<file path="src/sv/gpma_pkg.sv">
`timescale 1ns / 1ps
`default_nettype none
package gpma_pkg;

  localparam int MAX_WINDOW  = 255;
  localparam int COORD_WIDTH = 17;
  localparam int CH_COUNT    = 4;
  localparam int CFG_WIDTH   = 8;
  localparam int COUNT_WIDTH = $clog2(MAX_WINDOW + 1);
  localparam int SLOT_WIDTH  = (MAX_WINDOW > 1) ? $clog2(MAX_WINDOW) : 1;
  localparam int SUM_WIDTH   = COORD_WIDTH + COUNT_WIDTH;
  localparam int MAG_WIDTH   = SUM_WIDTH - 1;
  localparam int STEP_WIDTH  = $clog2(MAG_WIDTH + 1);
  localparam int FIFO_DEPTH  = 2;
  localparam int FPTR_WIDTH  = $clog2(FIFO_DEPTH);
  localparam int FCNT_WIDTH  = $clog2(FIFO_DEPTH + 1);

  typedef logic signed [COORD_WIDTH-1:0] coord_t;
  typedef logic signed [SUM_WIDTH-1:0]   sum_t;
  typedef logic [COUNT_WIDTH-1:0]        count_t;
  typedef logic [SLOT_WIDTH-1:0]         slot_t;
  typedef logic [CFG_WIDTH-1:0]          cfg_data_t;

  // One accepted frame, classified by the front end.
  typedef struct packed {
    coord_t [CH_COUNT-1:0] coords;
    slot_t                 slot;
    logic                  evict;
    count_t                count;
  } entry_t;

endpackage
`default_nettype wire

</file>
<file path="src/sv/gpma_fifo.sv">
`timescale 1ns / 1ps
`default_nettype none
module gpma_fifo (
  input  wire logic              clk,
  input  wire logic              rst,
  input  wire logic              push,
  input  gpma_pkg::entry_t       push_data,
  output logic                   full,
  input  wire logic              pop,
  output logic                   head_valid,
  output gpma_pkg::entry_t       head
);

  gpma_pkg::entry_t                mem [gpma_pkg::FIFO_DEPTH];
  logic [gpma_pkg::FPTR_WIDTH-1:0] wr_ptr, rd_ptr;
  logic [gpma_pkg::FCNT_WIDTH-1:0] count;
  logic                            do_push, do_pop;

  assign full       = (count == gpma_pkg::FCNT_WIDTH'(gpma_pkg::FIFO_DEPTH));
  assign head_valid = (count != '0);
  assign head       = mem[rd_ptr];
  assign do_push    = push && !full;
  assign do_pop     = pop && head_valid;

  always_ff @(posedge clk) begin
    if (do_push) begin
      mem[wr_ptr] <= push_data;
    end
  end

  always_ff @(posedge clk) begin
    if (rst) begin
      wr_ptr <= '0;
      rd_ptr <= '0;
      count  <= '0;
    end else begin
      if (do_push) begin
        wr_ptr <= (32'(wr_ptr) == gpma_pkg::FIFO_DEPTH - 1) ? '0 : wr_ptr + 1'b1;
      end
      if (do_pop) begin
        rd_ptr <= (32'(rd_ptr) == gpma_pkg::FIFO_DEPTH - 1) ? '0 : rd_ptr + 1'b1;
      end
      if (do_push && !do_pop) begin
        count <= count + 1'b1;
      end else if (do_pop && !do_push) begin
        count <= count - 1'b1;
      end
    end
  end

endmodule
`default_nettype wire

</file>
<file path="config.mk">
export PLATFORM = sky130hd
export DESIGN_NAME = gpma_fifo
export DESIGN_NICKNAME = d
export VERILOG_FILES = /design/src/sv/gpma_pkg.sv /design/src/sv/gpma_fifo.sv
export SDC_FILE = /design/constraint.sdc
export NUM_CORES = 1
export LEC_CHECK = 0
export BUFFER_PORTS_ARGS = -buffer_cell sky130_fd_sc_hd__buf_4
export CAP_MARGIN = 20
export CORE_MARGIN = 4
export CORE_UTILIZATION = 30
export DETAILED_ROUTE_END_ITERATION = 16
export GPL_TIMING_DRIVEN = 0
export PLACE_DENSITY = 0.51
export SYNTH_ARGS = -nofsm -noshare
export SYNTH_HDL_FRONTEND = slang
export SYNTH_SLANG_ARGS = --single-unit
export TNS_END_PERCENT = 20
</file>
<file path="constraint.sdc">
create_clock -name clk -period 9 [get_ports clk]
set_input_delay 2.7 -clock clk [delete_from_list [all_inputs] [get_ports clk]]
set_output_delay 2.7 -clock clk [all_outputs]
set_load 0.01 [all_outputs]
</file>
# After elaboration in Yosys (flattened, before gate mapping)
# Memory sizes are Yosys's and may differ from the RTL's. A register that Yosys moved wholly into a read port is not among the register bits.
# Index checks and enable logic that the tools add are counted.
[classes]
mux = 8
n_reduce_logical = 9
eq_ne = 1
addsub = 4
[ops]
columns = ["operator", "n"]
rows = [
  ["two-way mux 1 bit", 6],
  ["logical AND 1 bit", 4],
  ["two-way mux 2 bit", 2],
  ["nonzero test 2 bit", 2],
  ["zero test 1 bit", 3],
  ["adder 1 bit (second input constant)", 2],
  ["adder 2 x 1 -> 2 bit (second input constant)", 1],
  ["== test 2 bit (second input constant)", 1],
  ["subtractor 2 x 1 -> 2 bit (second input constant)", 1],
]
[word_totals]
input_bits = 89
reg_bits = 4
output_inout_bits = 87
mem_count = 1
ramBits = 170
[memory_table]
columns = ["memory", "words", "width", "rd", "rd_clocked_by_memory_dff", "write_ports", "line_no", "source"]
rows = [
  ["mem", 2, 85, 1, 1, 1, "gpma_fifo.sv:14", "gpma_pkg::entry_t mem [gpma_pkg::FIFO_DEPTH];"],
]

# Longest topological paths before layout
[depth]
ltp_word = 7
ltp_mapped = 6
depth_no_buf = 6

# Worst setup path after synthesis
# Ideal clock, no wire load.
[synth_path]
path_kind = "input to register"
startpoint = "input push"
endpoint = "memory mem[1][0] in the netlist's numbering, enable pin"
path_buffers = 0
cell_stages = 3
required_time_ns = 8.547
arrival_ns = 4.862
path_slack_ns = 3.685
path_cell_list = "inv_1 -> nor2_1 -> and2_1"
[synth_between]
elab_chain_cells = 3
[synth_lines]
columns = ["item", "line_no", "source"]
rows = [
  ["start, declared", "gpma_fifo.sv:6", "input wire logic push,"],
  ["logical AND 1 bit", "gpma_fifo.sv:22", "assign do_push = push && !full;"],
  ["two-way mux 1 bit", "gpma_fifo.sv:26", "if (do_push) begin"],
  ["two-way mux 1 bit (implied by the code)", "gpma_fifo.sv:27", "mem[wr_ptr] <= push_data;"],
  ["end, declared", "gpma_fifo.sv:14", ""],
]
# No other way between the ends.

==> run summary <==
outcome: completed
power share of the sequential group: 0.444
Comb power frac: 0.279
hold buffers post-CTS: 0
Synth cell types: 16
largest net degree at the start of global routing: 45
critical path class: flop to output pin
Min-Delay Path Class: flop to flop
routed vias/inst: 4.168
vias: 3222
Reg clk slew, reported paths: 0.06 ns
Post-Syn Area: 6361 um^2
total negative slack: 0 ns
Max Cap Viol: 0
gp weighted congestion: 0.7274
clk_skew: 0.007729 ns
Req. time, crit path: 6.30 ns
clk root buf: clkbuf_16
Post-DRT Antenna Nets: 0
Die Ht: 153.6 um
fin. max-slew vios: 0
Mapped Cells: 289
Wirelength per Cell: 16.49 um
layout cells sized above 1: 0.6084
DRC Markers: 0
critical path peak fanout: 10
grt ovf: 0
worst slew margin relative to its limit: 0.5772
sequential area share after synthesis: 0.8183
flops & latches, synth: 175
LEAKAGE: 3.162 nW
PD cells: 274.6 nW/um^2
ant diodes: 0
CP Capture Type: output pin
Inst Count DP: 741
CTS tree: built
NetSw: 0.0006384 W
area grow syn2layout: 35.25%
Filler cells: 1939
htree depth: 4
worst endpoint data arrival time: 1.77 ns
Nets: 575
CORE AREA: 20960 um^2
startpoint types: flop
Detailed Routing Iterations Pass 1: 4
DP HPWL: 8594 um
YS warnings: 0
Routed WL: 12740 um
DRT iter0 DRCs: 121
Finished Layout Cells: 773
# clock sinks: 175
most common cell after layout, fill and taps aside: buf_4
final hold viol count: 0
Worst-Skew Late Latency: 0.41 ns
Cell Int Power: 0.001724 W
Design Power: 0.002363 W
post-synthesis net count: 379
measured slew at the worst slew-check pin: 0.6342 ns
Port Buffers: 175
syn avg cell area: 22.01 um^2
area of placed instances: 8079 um^2
io pins: 176
Die Area: 23600 um^2
peak supply drop: 0.1325 mV
postcts setup bufs: 0
leading cell types in the layout, fill and taps excluded: 176 x buf_4, 170 x edfxtp_1, 85 x mux2_2, 17 x clkbuf_16
hold slack: 0.5104 ns
Initial Util: 0.3036
clk buf depth: 2
Final Critical Period: 4.475 ns
initial antenna violation count: 0
number of global-route vias before repair: 3645
first-pass GRT wire length: 19750 um
RSZ-0062 raised after global routing: no
All-Layer GR Usage: 0.1082
Final Cell Area: 8603 um^2
Clock Power Share: 0.278
fmax: 0.2235 GHz
# resized after CTS: 0
total CTS buffers: 17
Std-Cell Rows: 53
fraction of power spent switching nets: 0.2702
final setup violation count: 0
period utilization: 0.4972
Die Width: 153.6 um
==> registers in the layout (all words and copies together), names as in the netlist, named ones only <==
name / cells
rd_ptr: 1
count: 2
mem: 170
wr_ptr: 1
==> critical path, cell delays in order (launching register included) <==
cell and delay, ns:
dfxtp_1 0.40, buf_4 0.27, buf_6 0.19, mux2_2 0.35
buf_4 0.14
==> layout make-up <==
class	count	area, um^2	area share
plain buffers	9	78.83	0.009162
clock buffers	20	436.7	0.05076
clock inverters	12	87.58	0.01018
inverters	2	10.01	0.001163
multi-input cells	103	1072	0.1246
flip-flops and latches	175	5205	0.6050
well taps	275	344.1	0.03999
repair buffers	177	1369	0.1591
==> metrics by stage <==
stage | setup slack [ns] | utilization
after floorplan | 3.685 | -
after global placement | 2.297 | 0.3827
after detailed placement | 4.566 | 0.3855
after CTS | 4.447 | 0.4106
after global routing | 4.400 | 0.4106
final | 4.525 | 0.4106
==> per-layer routing <==
metal / track usage / share of wire
met1: 0.1225 / 0.40
met2: 0.1832 / 0.51
met3: 0.05207 / 0.087
met4: 0.03028 / 0.0083
met5: 0 / 0
==> cell usage after synthesis <==
cell / number / share of area
xor2_1: 3 / 0.0041
nor2b_2: 1 / 0.0014
or2_2: 1 / 0.00098
mux2_2: 85 / 0.15
buf_6: 5 / 0.0089
or3_1: 2 / 0.0020
edfxtp_1: 170 / 0.80
buf_2: 3 / 0.0024
ha_1: 1 / 0.0020
buf_4: 1 / 0.0012
dfxtp_1: 5 / 0.016
a21oi_1: 2 / 0.0016
nor2_1: 4 / 0.0024
inv_1: 2 / 0.0012
and2_1: 1 / 0.00098
o21ai_0: 3 / 0.0024
==> cells by family (layout without fill, tap and decap cells) <==
family,count (synthesis),in the layout,synth area share
flops,175,175,0.8183
mux,85,85,0.1505
buf+inv,11,220,0.01357
simple gates,9,9,0.007672
compound gates,5,5,0.003933
xor+xnor,3,3,0.004131
fa+ha+maj,1,1,0.001967
==> power groups by stage <==
stage	Combinational [W]	Clock, W	Sequential [W]
3_3_place_gp	0.000657	0	0.00108
6_report	0.000658	0.000656	0.00105
2_1_floorplan	0.000356	0	0.00107
4_1_cts	0.000681	0.000677	0.00105
5_1_grt	0.000716	0.000715	0.00106
3_5_place_dp	0.000676	0	0.00107
==> path summary, 6_finish.rpt <==
path | startpoint | to | slack (ns) | depth (start not counted)
hold reg to reg | wr_ptr$_SDFFE_PP0N_ | wr_ptr$_SDFFE_PP0N_ | 0.51 | 2
hold / removal | wr_ptr$_SDFFE_PP0N_ | wr_ptr$_SDFFE_PP0N_ | 0.51 | 2
setup reg to reg | count[0]$_SDFFE_PP0P_ | mem[0][69]$_DFFE_PP_ | 6.94 | 4
setup / recovery | flop | head[63] | 4.53 | 4
(Power assumes the default switching activity.)
