--- config.mk ---
export PLATFORM = sky130hd
export DESIGN_NAME = gpma_front_flat
export DESIGN_NICKNAME = d
export VERILOG_FILES = /design/src/sv/gpma_pkg.sv /design/src/sv/gpma_ifs.sv /design/src/sv/gpma_front.sv /design/src/flat_wrapper.sv
export SDC_FILE = /design/constraint.sdc
export NUM_CORES = 1
export LEC_CHECK = 0
export BUFFER_PORTS_ARGS = -buffer_cell sky130_fd_sc_hd__buf_2
export CORE_UTILIZATION = 30
export CTS_BUF_LIST = sky130_fd_sc_hd__clkbuf_8
export DETAILED_ROUTE_END_ITERATION = 10
export GPL_ROUTABILITY_DRIVEN = 0
export GPL_TIMING_DRIVEN = 0
export HOLD_SLACK_MARGIN = 0.12
export MAX_ROUTING_LAYER = met4
export PLACE_DENSITY = 0.63
export SLEW_MARGIN = 20
export SYNTH_ARGS = -nofsm -noshare
export SYNTH_HDL_FRONTEND = slang
export SYNTH_SLANG_ARGS = --single-unit
--- constraint.sdc ---
create_clock -name clk -period 6.6 [get_ports clk]
set_input_delay 0.33 -clock clk [delete_from_list [all_inputs] [get_ports clk]]
set_output_delay 0.33 -clock clk [all_outputs]
set_load 0.03 [all_outputs]
--- src/sv/gpma_pkg.sv ---
`timescale 1ns / 1ps
`default_nettype none
package gpma_pkg;

  localparam int MAX_WINDOW  = 255;
  localparam int COORD_WIDTH = 17;
  localparam int CH_COUNT    = 4;
  localparam int CFG_WIDTH   = 8;
  localparam int COUNT_WIDTH = $clog2(MAX_WINDOW + 1);
  localparam int SLOT_WIDTH  = (MAX_WINDOW > 1) ? $clog2(MAX_WINDOW) : 1;
  localparam int SUM_WIDTH   = COORD_WIDTH + COUNT_WIDTH;
  localparam int MAG_WIDTH   = SUM_WIDTH - 1;
  localparam int STEP_WIDTH  = $clog2(MAG_WIDTH + 1);
  localparam int FIFO_DEPTH  = 2;
  localparam int FPTR_WIDTH  = $clog2(FIFO_DEPTH);
  localparam int FCNT_WIDTH  = $clog2(FIFO_DEPTH + 1);

  typedef logic signed [COORD_WIDTH-1:0] coord_t;
  typedef logic signed [SUM_WIDTH-1:0]   sum_t;
  typedef logic [COUNT_WIDTH-1:0]        count_t;
  typedef logic [SLOT_WIDTH-1:0]         slot_t;
  typedef logic [CFG_WIDTH-1:0]          cfg_data_t;

  // One accepted frame, classified by the front end.
  typedef struct packed {
    coord_t [CH_COUNT-1:0] coords;
    slot_t                 slot;
    logic                  evict;
    count_t                count;
  } entry_t;

endpackage
`default_nettype wire

--- src/sv/gpma_ifs.sv ---
`timescale 1ns / 1ps
`default_nettype none
interface gpma_sample_if;
  logic            valid;
  logic            ready;
  gpma_pkg::coord_t pupil_x;
  gpma_pkg::coord_t pupil_y;
  gpma_pkg::coord_t glint_x;
  gpma_pkg::coord_t glint_y;
  modport source (output valid, pupil_x, pupil_y, glint_x, glint_y, input ready);
  modport sink (input valid, pupil_x, pupil_y, glint_x, glint_y, output ready);
endinterface


interface gpma_cfg_if;
  logic                valid;
  logic                ready;
  gpma_pkg::cfg_data_t window_size;
  modport source (output valid, window_size, input ready);
  modport sink (input valid, window_size, output ready);
endinterface
`default_nettype wire

--- src/sv/gpma_front.sv ---
`timescale 1ns / 1ps
`default_nettype none
module gpma_front (
  input  wire logic              clk,
  input  wire logic              rst,
  gpma_cfg_if.sink               cfg,
  gpma_sample_if.sink            samples,
  output gpma_pkg::entry_t       push_data,
  output logic                   push,
  input  wire logic              full,
  output logic                   clear
);

  gpma_pkg::count_t window_size, window_size_next;
  gpma_pkg::count_t fill_count, fill_count_next;
  gpma_pkg::count_t write_slot, write_slot_next;
  gpma_pkg::count_t slot_cur, slot_inc;
  logic             evict;
  logic             accept;

  assign cfg.ready     = 1'b1;
  assign clear         = cfg.valid && cfg.ready;
  assign samples.ready = !full;
  assign accept        = samples.valid && samples.ready;
  assign push          = accept;

  always_comb begin
    slot_cur = (write_slot >= window_size) ? '0 : write_slot;
    slot_inc = slot_cur + gpma_pkg::count_t'(1);
    evict    = (fill_count >= window_size);

    // zero is held as one, anything past the ring depth saturates
    if (cfg.window_size == '0) begin
      window_size_next = gpma_pkg::count_t'(1);
    end else if (32'(cfg.window_size) > gpma_pkg::MAX_WINDOW) begin
      window_size_next = gpma_pkg::count_t'(gpma_pkg::MAX_WINDOW);
    end else begin
      window_size_next = gpma_pkg::count_t'(cfg.window_size);
    end

    fill_count_next = evict ? fill_count : fill_count + gpma_pkg::count_t'(1);
    write_slot_next = (slot_inc >= window_size) ? '0 : slot_inc;

    push_data.coords[0] = samples.pupil_x;
    push_data.coords[1] = samples.pupil_y;
    push_data.coords[2] = samples.glint_x;
    push_data.coords[3] = samples.glint_y;
    push_data.slot      = slot_cur[gpma_pkg::SLOT_WIDTH-1:0];
    push_data.evict     = evict;
    push_data.count     = fill_count_next;
  end

  always_ff @(posedge clk) begin
    if (rst) begin
      window_size <= gpma_pkg::count_t'(1);
      fill_count  <= '0;
      write_slot  <= '0;
    end else if (clear) begin
      window_size <= window_size_next;
      fill_count  <= '0;
      write_slot  <= '0;
    end else if (accept) begin
      fill_count <= fill_count_next;
      write_slot <= write_slot_next;
    end
  end

`ifndef SYNTHESIS
  a_fill_bound: assert property (@(posedge clk) disable iff (rst)
    fill_count <= window_size)
    else $error("fill count past window size");
  a_slot_bound: assert property (@(posedge clk) disable iff (rst)
    write_slot < window_size)
    else $error("write slot outside window");
  a_clear: assert property (@(posedge clk) disable iff (rst)
    clear |=> (fill_count == '0) && (write_slot == '0))
    else $error("window not cleared after config write");
`endif

endmodule
`default_nettype wire

--- src/flat_wrapper.sv ---
// flat-port wrapper written by rule: the top's interface ports become plain ports
module gpma_front_flat 
  (clk, rst, push_data, push, full, clear, cfg_valid, cfg_window_size, cfg_ready, samples_valid, samples_pupil_x, samples_pupil_y, samples_glint_x, samples_glint_y, samples_ready);
  gpma_cfg_if cfg_i ();
  gpma_sample_if samples_i ();
  input  wire logic clk;
  input  wire logic rst;
  output gpma_pkg::entry_t push_data;
  output logic push;
  input  wire logic full;
  output logic clear;
  input wire logic [$bits(cfg_i.valid)-1:0] cfg_valid;
  input wire logic [$bits(cfg_i.window_size)-1:0] cfg_window_size;
  output wire logic [$bits(cfg_i.ready)-1:0] cfg_ready;
  input wire logic [$bits(samples_i.valid)-1:0] samples_valid;
  input wire logic [$bits(samples_i.pupil_x)-1:0] samples_pupil_x;
  input wire logic [$bits(samples_i.pupil_y)-1:0] samples_pupil_y;
  input wire logic [$bits(samples_i.glint_x)-1:0] samples_glint_x;
  input wire logic [$bits(samples_i.glint_y)-1:0] samples_glint_y;
  output wire logic [$bits(samples_i.ready)-1:0] samples_ready;
  assign cfg_i.valid = cfg_valid;
  assign cfg_i.window_size = cfg_window_size;
  assign cfg_ready = cfg_i.ready;
  assign samples_i.valid = samples_valid;
  assign samples_i.pupil_x = samples_pupil_x;
  assign samples_i.pupil_y = samples_pupil_y;
  assign samples_i.glint_x = samples_glint_x;
  assign samples_i.glint_y = samples_glint_y;
  assign samples_ready = samples_i.ready;
  gpma_front u_core (.clk(clk), .rst(rst), .cfg(cfg_i), .samples(samples_i), .push_data(push_data), .push(push), .full(full), .clear(clear));
endmodule
After elaboration in Yosys (flattened, before gate mapping)
Index checks and enable logic that the tools add are counted.
Word-level totals
  output and inout port bits: 89
  input bits: 81
  register bits after elaboration: 24
  logic and storage cells: 16
Operators by class
  add/sub/neg operators: 2
  $lt $le $gt $ge: 3
  muxes and demuxes: 4
  reductions and logical operators: 4
Operator list (count)
  $mux W8: 4
  $ge A8 B8 Y1: 3
  $add A8 B1 Y8 const B: 2
  $logic_not A8 Y1: 1
  $reduce_or A2 Y1: 1
  $logic_and A1 B1 Y1: 1
  $logic_not A1 Y1: 1

Logic depth before layout (Yosys ltp)
  depth after elaboration: 5
  depth in mapped cells: 13
  depth with buffers taken out: 12

Worst setup path before layout
OpenSTA, ideal clock, no wires.
  kind: register to register
  start: register u_core.write_slot[2]
  end: register u_core.write_slot[2]
  path buffers: 0
  data arrival time: 2834 ps
  data required time: 6529 ps
  period minus slack after synthesis: 2905 ps
  stages on the path, launching flop included: 12
  path slack: 3695 ps
  library setup time: 71 ps
  path through: dfxtp_1 > ha_1 > a211oi_1 > o21ai_1 > a21o_1 > nor2_1 > ha_1 > nor2b_1 > o21ai_0 > a41oi_2 > o221ai_1 > a21oi_1
RTL lines
  start, declared: RTL line gpma_front.sv:16  | gpma_pkg::count_t write_slot, write_slot_next;
  start signal, assigned: RTL line gpma_front.sv:64  | write_slot <= write_slot_next;

Worst setup path after layout
  start: register u_core.write_slot[2]
  end: register u_core.write_slot[1]
Between the ends
  word-level cells in the longest chain between the ends: 5
Ends and longest elaborated chain
  $ge A8 B8 Y1: RTL line gpma_front.sv:28  | slot_cur = (write_slot >= window_size) ? '0 : write_slot;
  $mux W8 *: RTL line gpma_front.sv:28
  $add A8 B1 Y8 *: RTL line gpma_front.sv:29  | slot_inc = slot_cur + gpma_pkg::count_t'(1);
  $ge A8 B8 Y1: RTL line gpma_front.sv:42  | write_slot_next = (slot_inc >= window_size) ? '0 : slot_inc;
  $mux W8 *: RTL line gpma_front.sv:42
Mark *: on every way between the ends. The rest lies on a longest branch, timed or not.
A chain may end at the register's enable or synchronous reset.

==> out/qor.yml <==
timing.critical_path.from_type: "register"
largest_voltage_drop_on_the_vdd_net_uv: 83.9
die_h_um: 92.3
grt_pass1_vias: 1988
final.setup.tns_ns: 0
hold_viol: 0
grt_setup_unrepaired: "false"
synth_nets: 413
critical_path.max_stage_delay_ns: 0.59
critPathMaxFanout: 10
mappedNetlistArea_um2: 2440
starting_density_of_the_core: 0.313
cts.reportedPaths.clkPinSlew_ns: 0.10
worst-setup-path-type: "reg -> reg"
antenna_violating_nets_post_route: 0
period_needed_ns: 3.77
synthDistinctLibCells: 40
worst-endpoint-required_ns: 6.81
num_cts_buffers: 3
worst_r2r_startpoint: "u_core.write_slot[2]$_SDFFE_PP0P_"
post_cts_setup_repair_buffer_count: 0
post-place-ws_ns: 2.88
clock_tree.root_cell: "clkbuf_8"
worst_slew_margin_relative_to_its_limit: 0.534
via_count: 2364
area_delta_synth_final_pct: 28.4
cpMostUsedCell: "a21oi_1"
route.detailed.vias_per_inst: 4.62
synth_area_leader_cell: "buf_4"
critical_path.cell_chain: "ha_1 > a211oi_1 > o21ai_1 > a21oi_1 > buf_2 > o21a_1 > ha_1 > a21oi_1 > o2111ai_1 > a41oi_2 > o221ai_1 > a21oi_1"
post_cts.resized_instances: 0
post_route_cells_drive_above_1_share: 0.466
wirelength_mm: 5.71
grt_antenna_before_repair: 0
slew_viols_final: 0
cts_tree: "built"
cp_slowest_cell: "a21oi_1"
core_region_area_um2: 7810
yosysWarningCount: 0
fin_area_um2: 3140
layout.nets: 517
design.die.area_um2: 8510
setup_violations: 0
worst-slew-pin-transition_ns: 0.699
type_of_the_worst_min_delay_path: "in -> reg"
setup_ws_ns: 2.83
dr.pass1.iters: 4
status: "finished, final reports clean"
asyncSetResetFlopFracSynth: 0
fp_rows: 32
crit_arrival_ns: 3.98
ys_ff_latch: 24
worstSetupEndpointType: "register"
crit_buf_inv: 1
synth-edff-count: 0
cts.hold.buffers_added: 0
postPlaceCellArea_um2: 3070
h_tree_levels: 1
fmax_mhz: 265
portBuffers: 99
yosysSeqAreaShare: 0.197
critPathTopFamily: "compound AO/OA/AOI/OAI gates"
clk_latency_ns: 0.28
final_core_util: 0.402
postSynthAreaPerCell_um2: 7.96
drc_errors: 0
final_min_period_over_clock_period: 0.572
synth_cells: 307
total_of_max_cap_violations: 0
floorplan.io_pins: 170
hp-start: "cfg_window_size[2]"
detail_route.iter0.violations: 94
power.leakage_uw: 0.00163
power_density_nw_per_um2: 143
synth_ff_type: "dfxtp_1"
dp_hpwl_mm: 4.64
global_route.usage.total: 0.135
fin_skew_ns: 0.00656
tritoncts_num_sinks: 24
post_drt_wl_per_cell_um: 11.2
max_clock_buf_depth: 2
synth_top_area_frac: 0.218
grt.overflow.total: 0
grt_first_pass_wirelength_mm: 9.11
yosys-top-cells-area: "buf_4 22%, dfxtp_1 20%, ha_1 13%"
die_width_um: 92.3
diodes: 0
grt_start_max_net_pins: 15
timing.critical_path.from: "u_core.write_slot[2]$_SDFFE_PP0P_"
final timing paths:
check | endpoint | slack, ns | cells past startpoint
setup / recovery | u_core.write_slot[1]$_SDFFE_PP0P_ | 2.83 | 12
hold / removal | u_core.window_size[2]$_SDFFE_PP0P_ | 0.30 | 3
setup reg to reg | u_core.write_slot[1]$_SDFFE_PP0P_ | 2.83 | 12
hold reg to reg | u_core.window_size[5]$_SDFFE_PP0P_ | 0.51 | 2
flip-flops by register name, indices dropped and copies added (netlist names):
| name | flops |
|---|---|
| u_core.window_size | 8 |
| u_core.write_slot | 8 |
| u_core.fill_count | 8 |
cells in the final DEF, fill, tap and decap left out, types with 2 or more instances in the layout:
cell type and n:
clkbuf_8 3, a31o_2 2, a21oi_2 2, o221ai_1 6
inv_1 13, buf_2 101, a21oi_1 16, dfxtp_1 24
nor2_1 26, o21ai_1 2, o2111ai_1 5, a211oi_2 2
and3_1 8, o21ai_0 6, nor3_1 4, nand3_1 5
and4_1 2, ha_1 25, buf_4 71, clkbuf_1 4
xnor2_1 8, and2_1 10, nor2b_1 4, mux2i_1 8
o21a_1 7, nand2_1 24, xor2_1 6, or2_2 2
cell families (layout without fill, tap and decap cells):
| family | after synthesis | after routing | share of synthesized area |
|---|---|---|---|
| buf+inv | 91 | 194 | 0.250 |
| simple gates | 89 | 89 | 0.177 |
| compound gates | 54 | 54 | 0.160 |
| fa+ha+maj | 25 | 25 | 0.128 |
| flops | 24 | 24 | 0.197 |
| xor+xnor | 14 | 14 | 0.0502 |
| mux | 9 | 9 | 0.0374 |
| other cells | 1 | 1 | 0.00153 |
synthesized netlist by cell type, types with 5 or more instances:
cell type and number:
o2111ai_1 5, nor2_1 26, ha_1 25, xor2_1 6, inv_1 13, and2_1 10
nand3_1 5, dfxtp_1 24, mux2i_1 8, o21ai_0 6, and3_1 8, o21a_1 7
o221ai_1 6, buf_4 71, nand2_1 24, a21oi_1 16, xnor2_1 8
area by class of cell:
| cell class | count | area, um^2 |
|---|---|---|
| Timing Repair Buffer | 99 | 495 |
| Inverter | 14 | 52.6 |
| Sequential cell | 24 | 480 |
| Buffer | 77 | 558 |
| Tap cell | 102 | 128 |
| Clock inverter | 1 | 30.0 |
| Clock buffer | 3 | 41.3 |
| Multi-Input combinational cell | 192 | 1350 |
| Fill cell | 838 | 4670 |
per-stage QoR:
stage | power [uW] | hold WS (ns) | instances
6_report | 449 | 0.301 | 512
5_1_grt | 472 | 0.303 | 512
4_1_cts | 453 | 0.299 | 512
3_5_place_dp | 318 | 0.486 | 508
3_3_place_gp | 315 | 0.476 | 508
2_1_floorplan | 280 | 0.460 | 307
power by group:
group / switching, uW / internal [uW]
registers: 2.77 / 148
logic: 99.4 / 63.1
clock network: 53.9 / 81.2
total: 156 / 292
routing by layer:
| layer | global-route usage | routed length, um | up-vias | part of all wire |
|---|---|---|---|---|
| met5 | - | 0 | - | 0 |
| met4 | 0.0469 | 113 | 0 | 0.020 |
| met3 | 0.0133 | 382 | 8 | 0.067 |
| met2 | 0.231 | 2780 | 114 | 0.49 |
| met1 | 0.166 | 2440 | 1053 | 0.43 |
| li1 | - | - | 1189 | - |
tightest hold or removal path, stage by stage:
cell and delay, ns:
buf_2 0.09, mux2i_1 0.06, nor2_1 0.07
Power figures use the tool's default switching activity.
